===== config.mk =====
export PLATFORM = sky130hd
export DESIGN_NAME = shared_deferred_binary_output
export DESIGN_NICKNAME = d
export VERILOG_FILES = /design/src/design/sdbo_pkg.sv /design/src/design/shared_deferred_binary_output.sv
export SDC_FILE = /design/constraint.sdc
export NUM_CORES = 1
export LEC_CHECK = 0
export BUFFER_PORTS_ARGS = -buffer_cell sky130_fd_sc_hd__buf_2
export CORE_MARGIN = 4
export CORE_UTILIZATION = 30
export CTS_BUF_LIST = sky130_fd_sc_hd__clkbuf_4 sky130_fd_sc_hd__clkbuf_8 sky130_fd_sc_hd__clkbuf_16
export DETAILED_ROUTE_END_ITERATION = 10
export PLACE_DENSITY = 0.45
export SETUP_SLACK_MARGIN = 0.15
export SYNTH_ARGS = -nofsm -noshare
export SYNTH_HDL_FRONTEND = slang
export SYNTH_SLANG_ARGS = --single-unit

===== constraint.sdc =====
create_clock -name aclk -period 4.4 [get_ports aclk]
set_input_delay 0 -clock aclk [delete_from_list [all_inputs] [get_ports aclk]]
set_output_delay 0 -clock aclk [all_outputs]
set_load 0.005 [all_outputs]

===== src/design/sdbo_pkg.sv =====
// package: shared types and constants for the shared deferred binary output
`timescale 1ns / 1ps

package sdbo_pkg;

    localparam int CFG_DATA_W  = 24;
    localparam int CFG_INDEX_W = 2;
    localparam int CFG_EXT_W   = 32;
    localparam int MODE_W      = 2;
    localparam int COUNT_W     = 8;

    typedef enum logic [MODE_W-1:0] {
        MODE_DELAYED   = 2'd0,
        MODE_IMMEDIATE = 2'd1,
        MODE_TICK      = 2'd2
    } mode_t;

    typedef enum logic [CFG_INDEX_W-1:0] {
        CFG_ON_DELAY  = 2'd0,
        CFG_OFF_DELAY = 2'd1,
        CFG_POLARITY  = 2'd2
    } cfg_index_t;

    localparam logic [COUNT_W-1:0] COUNT_MAX = '1;

endpackage


===== src/design/shared_deferred_binary_output.sv =====
// top level: reference-counted binary output with on-delay and off-delay
//
// input beats carry a mode (delayed request, immediate request, tick) and a
// request bit; every input beat yields exactly one result beat with the
// stored level, applied and changed flags, the consumer count and whether a
// deferred set is armed. delays are counted in tick beats.
// the result of an accepted input beat is registered in the result register.
// throughput is one beat per cycle: state is updated as each input beat is
// accepted, and the result register refills in the same cycle it drains.
// s_ready drops only while a result waits and m_ready is low, so a stalled
// receiver holds the result and the state stays put.
// configuration writes (cfg_wen, cfg_index, cfg_wdata) take effect at once
// and are expected only while no beat is in flight.
// synchronous active-low reset clears the consumer count, the timer, the
// stored level, the configuration and the valid flag; no result is valid after reset.
`timescale 1ns / 1ps

module shared_deferred_binary_output
    import sdbo_pkg::*;
#(
    parameter int DELAY_WIDTH = 24
) (
    input  logic                   aclk,
    input  logic                   aresetn,

    input  logic                   cfg_wen,
    input  logic [CFG_INDEX_W-1:0] cfg_index,
    input  logic [CFG_DATA_W-1:0]  cfg_wdata,

    input  logic                   s_valid,
    output logic                   s_ready,
    input  logic [MODE_W-1:0]      s_mode,
    input  logic                   s_request,

    output logic                   m_valid,
    input  logic                   m_ready,
    output logic                   m_level,
    output logic                   m_applied,
    output logic                   m_changed,
    output logic [COUNT_W-1:0]     m_consumer_total,
    output logic                   m_timer_armed
);

    // configuration
    logic [DELAY_WIDTH-1:0] on_delay_reg;
    logic [DELAY_WIDTH-1:0] off_delay_reg;
    logic                   polarity_reg;
    logic [CFG_EXT_W-1:0]   cfg_wdata_ext;

    // state
    logic [COUNT_W-1:0]     consumers_reg,  consumers_next;
    logic [DELAY_WIDTH-1:0] remaining_reg,  remaining_next;
    logic                   pending_reg,    pending_next;
    logic                   pend_value_reg, pend_value_next;
    logic                   level_reg,      level_next;

    // result register
    logic                   m_valid_reg;
    logic                   m_level_reg;
    logic                   m_applied_reg;
    logic                   m_changed_reg;
    logic [COUNT_W-1:0]     m_consumer_total_reg;
    logic                   m_timer_armed_reg;

    logic                   s_accept;
    logic                   applied_next;
    logic                   apply_value;
    logic [DELAY_WIDTH-1:0] delay_sel;
    logic [COUNT_W-1:0]     cons_rel;
    logic                   immediate;

    assign s_ready  = !m_valid_reg || m_ready;
    assign s_accept = s_valid && s_ready;

    assign cfg_wdata_ext = CFG_EXT_W'(cfg_wdata);

    assign delay_sel = s_request ? on_delay_reg : off_delay_reg;
    assign cons_rel  = (!s_request && consumers_reg != '0) ?
                       COUNT_W'(consumers_reg - 1'b1) : consumers_reg;
    assign immediate = (mode_t'(s_mode) == MODE_IMMEDIATE);

    always_comb begin
        consumers_next  = consumers_reg;
        remaining_next  = remaining_reg;
        pending_next    = pending_reg;
        pend_value_next = pend_value_reg;
        applied_next    = 1'b0;
        apply_value     = 1'b0;

        case (mode_t'(s_mode))
            MODE_DELAYED, MODE_IMMEDIATE: begin
                consumers_next = cons_rel;
                if (cons_rel == '0 && delay_sel != '0 && !immediate) begin
                    pend_value_next = s_request;
                    remaining_next  = delay_sel;
                    pending_next    = 1'b1;
                end else if ((cons_rel == '0 && (delay_sel == '0 || immediate)) ||
                             (s_request && cons_rel != '0 && immediate && pending_reg)) begin
                    pending_next   = 1'b0;
                    remaining_next = '0;
                    applied_next   = 1'b1;
                    apply_value    = s_request;
                end
                if (s_request && cons_rel != COUNT_MAX) begin
                    consumers_next = COUNT_W'(cons_rel + 1'b1);
                end
            end
            MODE_TICK: begin
                if (pending_reg) begin
                    if (remaining_reg <= DELAY_WIDTH'(1)) begin
                        remaining_next = '0;
                        pending_next   = 1'b0;
                        applied_next   = 1'b1;
                        apply_value    = pend_value_reg;
                    end else begin
                        remaining_next = DELAY_WIDTH'(remaining_reg - 1'b1);
                    end
                end
            end
            default: begin
                // unused mode leaves state as is
            end
        endcase

        level_next = applied_next ? (apply_value ? polarity_reg : !polarity_reg)
                                  : level_reg;
    end

    always_ff @(posedge aclk) begin
        if (!aresetn) begin
            on_delay_reg         <= '0;
            off_delay_reg        <= '0;
            polarity_reg         <= 1'b0;
            consumers_reg        <= '0;
            remaining_reg        <= '0;
            pending_reg          <= 1'b0;
            pend_value_reg       <= 1'b0;
            level_reg            <= 1'b0;
            m_valid_reg          <= 1'b0;
        end else begin
            if (cfg_wen) begin
                unique case (cfg_index_t'(cfg_index))
                    CFG_ON_DELAY:  on_delay_reg  <= cfg_wdata_ext[DELAY_WIDTH-1:0];
                    CFG_OFF_DELAY: off_delay_reg <= cfg_wdata_ext[DELAY_WIDTH-1:0];
                    CFG_POLARITY:  polarity_reg  <= cfg_wdata[0];
                    default: begin
                        // writes beyond the register list are dropped
                    end
                endcase
            end
            if (s_accept) begin
                consumers_reg  <= consumers_next;
                remaining_reg  <= remaining_next;
                pending_reg    <= pending_next;
                pend_value_reg <= pend_value_next;
                level_reg      <= level_next;
                m_valid_reg    <= 1'b1;
            end else if (m_ready) begin
                m_valid_reg    <= 1'b0;
            end
        end
    end

    // result payload, loaded with each accepted beat
    always_ff @(posedge aclk) begin
        if (s_accept) begin
            m_level_reg          <= level_next;
            m_applied_reg        <= applied_next;
            m_changed_reg        <= applied_next && (level_next != level_reg);
            m_consumer_total_reg <= consumers_next;
            m_timer_armed_reg    <= pending_next;
        end
    end

    assign m_valid          = m_valid_reg;
    assign m_level          = m_level_reg;
    assign m_applied        = m_applied_reg;
    assign m_changed        = m_changed_reg;
    assign m_consumer_total = m_consumer_total_reg;
    assign m_timer_armed    = m_timer_armed_reg;

    // an armed timer always has ticks left, an idle one is cleared
    a_timer_consistent: assert property (@(posedge aclk) disable iff (!aresetn)
        pending_reg == (remaining_reg != '0))
        else $error("timer count disagrees with pending flag");

    // a change is only reported for an applied set
    a_changed_needs_applied: assert property (@(posedge aclk) disable iff (!aresetn)
        m_valid_reg && m_changed_reg |-> m_applied_reg)
        else $error("changed flag without applied set");

    // applying a set always leaves no timer armed
    a_applied_disarms: assert property (@(posedge aclk) disable iff (!aresetn)
        m_valid_reg && m_applied_reg |-> !m_timer_armed_reg)
        else $error("timer still armed after applied set");

    // one beat moves the consumer count by at most one
    a_count_step: assert property (@(posedge aclk) disable iff (!aresetn)
        s_accept |=> ((COUNT_W+1)'(consumers_reg) + 1'b1 >= (COUNT_W+1)'($past(consumers_reg)))
                  && ((COUNT_W+1)'(consumers_reg) <= (COUNT_W+1)'($past(consumers_reg)) + 1'b1))
        else $error("consumer count jumped by more than one");

endmodule

-- Yosys cells after proc, flatten, opt, wreduce, memory -nomap -nowiden
Index checks and enable logic that the tools add are counted.
- bits in registers: 97
- output and inout port bits: 14
- logic and storage cells: 86
- add/sub/neg operators: 3
- $lt $le $gt $ge: 1
- equal/unequal tests: 8
- multiplexer cells: 28
- reductions and logical operators: 32
- operators by type and width (kind ; number):
    24-bit two-way mux ; 5
    24-bit case mux with 2 select lines ; 1
    24-bit by 1-bit less-or-equal comparator with 1-bit output (second input constant) ; 1
    24-bit zero test ; 1
    8-bit two-way mux ; 3
    24-bit nonzero test ; 1
    24-bit by 1-bit subtractor with 24-bit output (second input constant) ; 1
    1-bit two-way mux ; 16
    8-bit nonzero test ; 2
    1-bit logical AND ; 10
    8-bit by 1-bit adder with 8-bit output (second input constant) ; 1
    8-bit zero test ; 1
    8-bit inequality test (second input constant) ; 1
    8-bit by 1-bit subtractor with 8-bit output (second input constant) ; 1
    1-bit case mux with 2 select lines ; 3
    2-bit AND reduction ; 3
    2-bit by 1-bit == test with 1-bit output (second input constant) ; 2
    2-bit == test (second input constant) ; 2
    1-bit zero test ; 4
    2-bit zero test ; 2
    4-bit AND reduction ; 1
    2-bit nonzero test ; 2
    1-bit logical OR ; 3
    3-bit inequality test (second input constant) ; 1
    other kinds (4) ; 4

-- Depth between registers and ports, before layout
Gate-level depths: netlist of run 1.
- word-level depth: 15
- depth in mapped cells: 16
- depth with buffers taken out: 14

-- Least setup slack after synthesis of run 1
Ideal clock, no wire load.
- path type: register to register
- start: register consumers_reg[0]
- end: register m_consumer_total_reg[1] (netlist: m_consumer_total[1]), data pin
- library setup time: 0.260 ns
- data arrival time: 3.027 ns
- setup slack: 1.113 ns
- stages on the path, launching flop included: 14
- cells stage by stage: dfxtp_1 inv_1 ha_1 nor4b_1 and2_1 a21oi_1 a21oi_1 ha_1 nand2_1 a21oi_1 o221ai_1 nand2_1 mux2_2 mux2_2
- cells in the longest elaborated chain, start to end: 7
- ends and longest elaborated chain (item ; RTL line ; text):
    from (decl) ; shared_deferred_binary_output.sv:51 ; logic [COUNT_W-1:0] consumers_reg, consumers_next;
    from (signal assigned) ; shared_deferred_binary_output.sv:152 ; consumers_reg <= consumers_next;
    branches (longest 2 deep; another with 8-bit by 1-bit subtractor with 8-bit output) ; -- ;
    8-bit two-way mux * ; shared_deferred_binary_output.sv:78 ; assign cons_rel = (!s_request && consumers_reg != '0) ?
    branches (longest 2 deep; another with 8-bit by 1-bit adder with 8-bit output) ; -- ;
    8-bit two-way mux * ; shared_deferred_binary_output.sv:104 ; if (s_request && cons_rel != COUNT_MAX) begin
    8-bit two-way mux * ; shared_deferred_binary_output.sv:90 ; case (mode_t'(s_mode))
    net consumers_next[1] ; shared_deferred_binary_output.sv:51 ;
    to (signal assigned) ; shared_deferred_binary_output.sv:170 ; m_consumer_total_reg <= consumers_next;
    to (decl) ; shared_deferred_binary_output.sv:62 ; logic [COUNT_W-1:0] m_consumer_total_reg;
Mark *: on every way through the listed nets, which the timed path passes.
A chain may end at the register's enable or synchronous reset.

-- Final worst setup path of run 1
Ends and elaborated chain as after synthesis.

==> results of run 1 <==
==> final cells by class <==
cell class	instances	area [µm²]	share of cell area, %
Multi-Input combinational cell	516	2990	47.9
Sequential cell	97	2060	33.0
Timing Repair Buffer	84	578	9.25
Tap cell	225	282	4.50
Clock buffer	10	239	3.82
Clock inverter	6	48.8	0.781
Inverter	13	48.8	0.781
==> worst reg2reg max path: stages, from the launching register on <==
cell      delay [ns]
dfxtp_1         0.34
inv_1           0.14
ha_1            0.26
nor4b_1         0.57
and2_1          0.24
a21oi_1         0.13
a21oi_1         0.25
ha_1            0.27
nand2_1         0.07
a21oi_1         0.23
o221ai_1        0.32
nand2_1         0.16
mux2_2          0.35
mux2_2          0.26
==> power groups by stage <==
stage	Combinational [µW]	Clock [µW]	Sequential (µW)
after floorplan	388	0	983
after global placement	533	0	992
after detailed placement	527	0	993
after CTS	549	808	972
after global routing	611	843	978
final	547	784	972
==> metal layers <==
| metal | share of wire, % | GRT usage (%) | vias up |
|---|---|---|---|
| met2 | 48 | 26.8 | 130 |
| met1 | 47 | 21.9 | 2407 |
| met3 | 3.8 | 2.78 | 11 |
| met4 | 0.98 | 4.64 | 0 |
| met5 | 0 | 0 | - |
| li1 | - | - | 2529 |
==> placed cells by master (no fill, tap or decap), types with 9 or more instances in the layout <==
cell / instances
nand3_1: 23
nand2_1: 132
o211ai_1: 15
nor3_1: 19
edfxtp_1: 12
dfxtp_1: 85
clkbuf_16: 9
o21ai_0: 21
nand4_1: 13
mux2_2: 24
dlygate4sd3_1: 26
buf_2: 47
nor4_1: 16
a21oi_1: 71
inv_1: 12
a31oi_1: 10
buf_4: 11
nor2_1: 46
o22ai_1: 9
==> metrics by stage <==
| step | worst slack [ns] | instance area, µm² | hold WS, ns | utilization [%] | cells |
|---|---|---|---|---|---|
| finish | 0.578 | 6250 | 0.0512 | 36.1 | 951 |
| global route | 0.290 | 6250 | 0.0800 | 36.1 | 951 |
| CTS | 0.620 | 6250 | 0.0553 | 36.1 | 951 |
| detailed placement | 0.646 | 5700 | 0.256 | 33.0 | 909 |
| global placement | 0.828 | 5700 | 0.246 | 33.0 | 909 |
| floorplan | 1.11 | 5310 | 0.119 | - | 675 |
==> worst max path at each step <==
stage / endpoint / start / slack, ns / cells past startpoint
5_1_grt: m_consumer_total[1] / consumers_reg[0] / 0.29 / 13
2_1_floorplan: m_consumer_total[1] / consumers_reg[0] / 1.11 / 13
3_3_place_gp: m_consumer_total[1] / consumers_reg[0] / 0.83 / 13
3_5_place_dp: remaining_reg[22] / consumers_reg[0] / 0.65 / 14
6_report: m_consumer_total[1] / consumers_reg[0] / 0.58 / 13
4_1_cts: remaining_reg[22] / consumers_reg[0] / 0.62 / 14
==> kinds of logic (layout without fill, tap and decap cells) <==
| kind of cell | Yosys count | count (layout) | synth area share [%] |
|---|---|---|---|
| muxes | 31 | 31 | 6.41 |
| buffers and inverters | 62 | 113 | 4.86 |
| AOI/OAI and AO/OA | 173 | 173 | 20.6 |
| DFF | 97 | 97 | 38.9 |
| xor gates and xnor gates | 9 | 9 | 1.49 |
| adders and majority gates | 5 | 5 | 1.18 |
| and+or+nand+nor | 298 | 298 | 26.6 |
==> repair_timing <==
| item | 4_1_cts | 5_1_grt |
|---|---|---|
| hold buffers | 26 | 0 |
| endpoints found under the hold margin | 50 | 0 |
| gates resized for setup | 0 | 0 |
==> metrics.md, run 1 <==
| Metric | Value |
|---|---|
| Post-route ant nets | 0 |
| Critical Path, Cell by Cell | inv_1 > ha_1 > nor4b_1 > and2_1 > a21oi_1 > a21oi_1 > ha_1 > nand2_1 > a21oi_1 > o221ai_1 > nand2_1 > mux2_2 > mux2_2 |
| DRT Pass-1 Iters | 5 |
| Min-delay src | cfg_wen |
| Leak | 0.00235 µW |
| DIE HEIGHT | 141 µm |
| Register bit total from synthesis | 97 |
| Reg2reg end | m_consumer_total[1] |
| HP Class | in2reg |
| CP peak stage delay | 0.57 ns |
| RSZ-0062 raised after global routing | false |
| Flop pwr share | 42.2% |
| Outcome | finished clean |
| Die Wd | 141 µm |
| Post-synth EDFFs | 12 |
| Worst Path Required | 4.51 ns |
| Final setup viols | 0 |
| Buffer and inverter count on the worst path | 1 |
| Largest net degree at the start of global routing | 43 |
| Antenna Cells | 0 |
| Depth of the worst hold-timing path | 4 |
| Synth top cells by count | nand2_1, dfxtp_1, a21oi_1 |
| Worst-Margin Slew | 0.736 ns |
| Worst setup EP type | register |
| Reg2Reg Depth | 13 |
| Setup TNS | 0 ns |
| VDD IR max | 0.186 mV |
| Average routed wire per standard cell | 16.8 µm |
| Synthesized instance count | 675 |
| Synth Warn # | 0 |
| Post-Syn Area | 5310 µm² |
| Tcrit/Tclk final | 86.9% |
| First-pass GRT wire length | 26.0 mm |
| Global-route total usage across every layer | 16.2% |
| Syn_area_per_cell | 7.86 µm² |
| Clk slew on worst S/H paths | 0.07 ns |
| Worst path most repeated cell | a21oi_1 |
| Combinational share of power | 23.8% |
| Most frequent cell after synthesis | nand2_1 |
| FF-to-FF Start | consumers_reg[0] |
| Pwr Density | 369 nW/µm² |
| IO buf count | 47 |
| CTS tree | done |
| Post-CTS setup buffer count | 0 |
| R2r setup slk | 0.58 ns |
| Final Hold Violating Endpoints | 0 |
| Net Count, Synth | 714 |
| Number of CTS-inserted buffers | 9 |
| Total power draw | 2300 µW |
| Vias | 5077 |
| Vias in the first global route | 4974 |
| Fillcell total | 1830 |
| DRC | 0 |
| CTS Sinks | 97 |
| Post-synth ARST share | 0% |
| Starting Density | 30.7% |
| Slew Viols, Final | 0 |
| Cell family with most CP delay | simple AND/OR/NAND/NOR gates |
| Initial DRC Count | 437 |
| Worst-skew pair later-pin latency | 0.36 ns |
| Max Fclk | 262 MHz |
| Hold Crit Endpoint | polarity_reg |
| Final HPWL DP | 11.4 mm |
| Vias per cell | 5.34 |
| Synth top area cells | dfxtp_1, nand2_1, edfxtp_1, a21oi_1, mux2_2 |
| Clock share of power | 34.0% |
| Yosys cell types | 65 |
| CTS root buffer | clkbuf_16 |
| Max_cap viols | 0 |
| Row count | 48 |
| I/O pin total | 48 |
| Fin crit period | 3.82 ns |
| Critical Path Fanout Max | 6 |
| Startpoint Class | register |
| Slowest cell on crit path | nor4b_1 |
| Max H-tree Level | 3 |
| Slew headroom | 51.0% |
| Area grow syn2layout | 17.8% |
| Initial antenna violation count | 0 |
| Layout cell share with drive strength beyond 1 | 15.0% |
| Area share of the largest cell type after synthesis | 32.1% |
| Fin Clk Skew | 0.00907 ns |
| CP Class | reg2reg |
| Grt ovf | 0 |
| Yosys top cell by area | dfxtp_1 |
| Seq/Total Area, Yosys | 38.9% |
| Core area | 17300 µm² |
| Nets | 760 |
| Placer Congestion | 0.903 |
| Switching Power | 755 µW |
| Internal Pwr Total | 1550 µW |
| Clock tree buffer depth | 2 |
| Switching part of the total | 32.8% |
| Final Routed Wirelength | 16.0 mm |
| WP data arrival | 3.93 ns |
| Main synth FF type | dfxtp_1 |
| Die area | 19900 µm² |
Power figures use the tool's default switching activity.
==> run 2, diff against run 1 <==
--- a/config.mk
+++ b/config.mk
@@ -6,10 +6,11 @@
 export NUM_CORES = 1
 export LEC_CHECK = 0
 export BUFFER_PORTS_ARGS = -buffer_cell sky130_fd_sc_hd__buf_2
-export CORE_MARGIN = 4
+export CORE_MARGIN = 2
 export CORE_UTILIZATION = 30
 export CTS_BUF_LIST = sky130_fd_sc_hd__clkbuf_4 sky130_fd_sc_hd__clkbuf_8 sky130_fd_sc_hd__clkbuf_16
 export DETAILED_ROUTE_END_ITERATION = 10
+export GPL_TIMING_DRIVEN = 0
 export PLACE_DENSITY = 0.45
 export SETUP_SLACK_MARGIN = 0.15
 export SYNTH_ARGS = -nofsm -noshare
==> metrics.md, run 2 (same netlist as run 1, synthesis figures left out) <==
| Metric | Value |
|---|---|
| Global-route total usage across every layer | 19.8% (+3.6 points) |
| Setup TNS | 0 ns (unchanged) |
| CP Class | reg2reg |
| DRC | 0 (unchanged) |
| Switching part of the total | 32.9% (+0.15 points) |
| Routing usage on met1 | 26.4% (+4.5 points) |
| Slew Viols, Final | 0 (unchanged) |
| CTS tree | done |
| R2r setup slk | 0.54 ns (-0.04 ns) |
| HP Class | in2reg |
| WP data arrival | 4.10 ns (+0.17 ns) |
| Vias in the first global route | 4992 (+0.36%) |
| Reg2Reg Depth | 15 (+2) |
| RSZ-0062 raised after global routing | false |
| Post-route non-filler standard cell count | 989 (+4.0%) |
| Worst-skew pair later-pin latency | 0.36 ns (about the same) |
| Clock share of power | 34.7% (+0.7 points) |
| First-pass GRT wire length | 28.2 mm (+8.2%) |
| Number of CTS-inserted buffers | 9 (unchanged) |
| IO buf count | 47 (unchanged) |
| Fin crit period | 3.86 ns (+0.0409 ns) |
| Placed insts | 947 (+4.2%) |
| Max Fclk | 259 MHz (-1.1%) |
| Antenna Cells | 0 (unchanged) |
| Final setup viols | 0 (unchanged) |
| Combinational share of power | 24.8% (+1.0 points) |
| CTS root buffer | clkbuf_16 |
| Largest net degree at the start of global routing | 20 (-53%) |
| Depth of the worst hold-timing path | 3 (-1) |
| Worst Path Required | 4.63 ns (+0.12 ns) |
| Internal Pwr Total | 1610 µW (+3.8%) |
| DIE HEIGHT | 137 µm (-2.8%) |
| Met3 Track Usage GR | 4.74% (+2.0 points) |
| Clock tree buffer depth | 2 (unchanged) |
| CTS Sinks | 97 (unchanged) |
| Die area | 18800 µm² (-5.6%) |
| Initial antenna violation count | 0 (unchanged) |
| Worst setup EP type | register |
| Met2 Usage GRT | 31.8% (+5.1 points) |
| Min-delay src | aresetn |
| Starting Density | 30.7% (unchanged) |
| Nets | 798 (+5.0%) |
| Post-route ant nets | 0 (unchanged) |
| Tcrit/Tclk final | 87.8% (+0.93 points) |
| Worst-Margin Slew | 1.08 ns (+0.346 ns) |
| FF-to-FF Start | consumers_reg[0] |
| Slew headroom | 27.2% (-24 points) |
| Critical Path Fanout Max | 10 (+4) |
| Max H-tree Level | 3 (unchanged) |
| Reg2reg end | remaining_reg[20] |
| Max_cap viols | 0 (unchanged) |
| Vias | 5276 (+3.9%) |
| Core area | 17300 µm² (unchanged) |
| VDD IR max | 0.196 mV (+5.5%) |
| Row count | 48 (unchanged) |
| Final HPWL DP | 13.6 mm (+19%) |
| Die Wd | 137 µm (-2.8%) |
| Average routed wire per standard cell | 18.3 µm (+8.9%) |
| Most frequent cells in the layout | nand2_1, dfxtp_1, a21oi_1, buf_2, nor2_1 |
| Pwr Density | 375 nW/µm² (+1.7%) |
| Startpoint Class | register |
| Commonest non-fill, non-tap cell in the layout | nand2_1 |
| Grt ovf | 0 (unchanged) |
| Final Hold Violating Endpoints | 0 (unchanged) |
| Fillcell total | 1862 (+1.7%) |
| Layout cell share with drive strength beyond 1 | 13.7% (-1.3 points) |
| Hold Crit Endpoint | consumers_reg[6] |
| Flop pwr share | 40.6% (-1.6 points) |
| Switching Power | 789 µW (+4.6%) |
| Layer with the highest usage | met2 |
| Clk slew on worst S/H paths | 0.07 ns (about the same) |
| DRT Pass-1 Iters | 5 (unchanged) |
| Area grow syn2layout | 20.6% |
| Post-CTS setup buffer count | 0 (unchanged) |
| Initial DRC Count | 390 (-11%) |
| Fin Clk Skew | 0.0110 ns (+0.00192 ns) |
| I/O pin total | 48 (unchanged) |
| Placer Congestion | 0.893 (-1.1%) |
| Vias per cell | 5.33 (about the same) |
| Outcome | finished clean |
| Final Routed Wirelength | 18.1 mm (+13%) |
| Leak | 0.00239 µW (+1.6%) |
-- run 2: changes by cell type in the layout (fill, tap and decap cells not counted), sizes merged --
cell	before	now
clkinvlp	0	1
buf	58	59
inv	16	15
bufinv	0	1
clkbuf	10	47
clkinv	3	2
-- run 2: critical path, stage by stage (launching register included) --
cell and delay, ns:
dfxtp_1 0.34, inv_1 0.15, ha_1 0.29, nor4b_2 0.35, and2_1 0.23, a21oi_1 0.13, nor2_1 0.13, a21oi_1 0.08
inv_1 0.08, ha_1 0.17, nand3_1 0.11, a2111oi_4 0.57, a21oi_1 0.39, clkbuf_1 0.35, o211ai_1 0.27, o21ai_1 0.09
-- run 2: area by class of cell --
class	instances	area, µm²	area share, %
multi-input combinational	516	2990	46.8
sequential	97	2060	32.2
timing repair buffer	73	495	7.74
tap	225	282	4.40
clock buffer	10	233	3.64
buffer	49	209	3.27
clock inverter	6	75.1	1.17
inverter	13	48.8	0.763
-- run 2: what timing repair did --
action	CTS	global route
gates resized for setup	0	1
endpoints found under the hold margin	50	0
endpoints found under the setup margin	0	22
hold buffers	26	0
-- run 2: power by group through the flow --
stage | registers [µW] | logic (µW) | clock network [µW]
floorplan | 983 | 388 | 0
global placement | 992 | 567 | 0
detailed placement | 993 | 565 | 0
CTS | 973 | 586 | 849
global route | 978 | 651 | 885
finish | 973 | 594 | 832
-- run 2: worst max-delay path by stage --
stage	start	end	slack (ns)	depth (start not counted)
2_1_floorplan	consumers_reg[0]	m_consumer_total[1]	1.11	13
3_3_place_gp	consumers_reg[0]	remaining_reg[8]	0.27	15
3_5_place_dp	consumers_reg[0]	remaining_reg[20]	0.38	15
4_1_cts	consumers_reg[0]	remaining_reg[20]	0.35	15
5_1_grt	consumers_reg[0]	remaining_reg[15]	0.21	15
6_report	consumers_reg[0]	remaining_reg[20]	0.54	15
-- run 2: metal layers --
metal  up-vias  part of all wire (%)
met3        25                   6.5
met2       155                    46
met4         0                   1.9
met5         -                     0
met1      2487                    45
li1       2609                     -
-- run 2: metrics by stage --
step / hold slack [ns] / total power (µW) / setup slack (ns) / utilization, % / cell area [µm²]
2_1_floorplan: 0.119 / 1370 / 1.11 / - / 5310
3_3_place_gp: 0.246 / 1560 / 0.269 / 33.7 / 5820
3_5_place_dp: 0.252 / 1560 / 0.382 / 33.7 / 5820
4_1_cts: 0.00206 / 2410 / 0.348 / 37.0 / 6390
5_1_grt: 0.0309 / 2510 / 0.208 / 37.0 / 6400
6_report: 0.0272 / 2400 / 0.537 / 37.0 / 6400
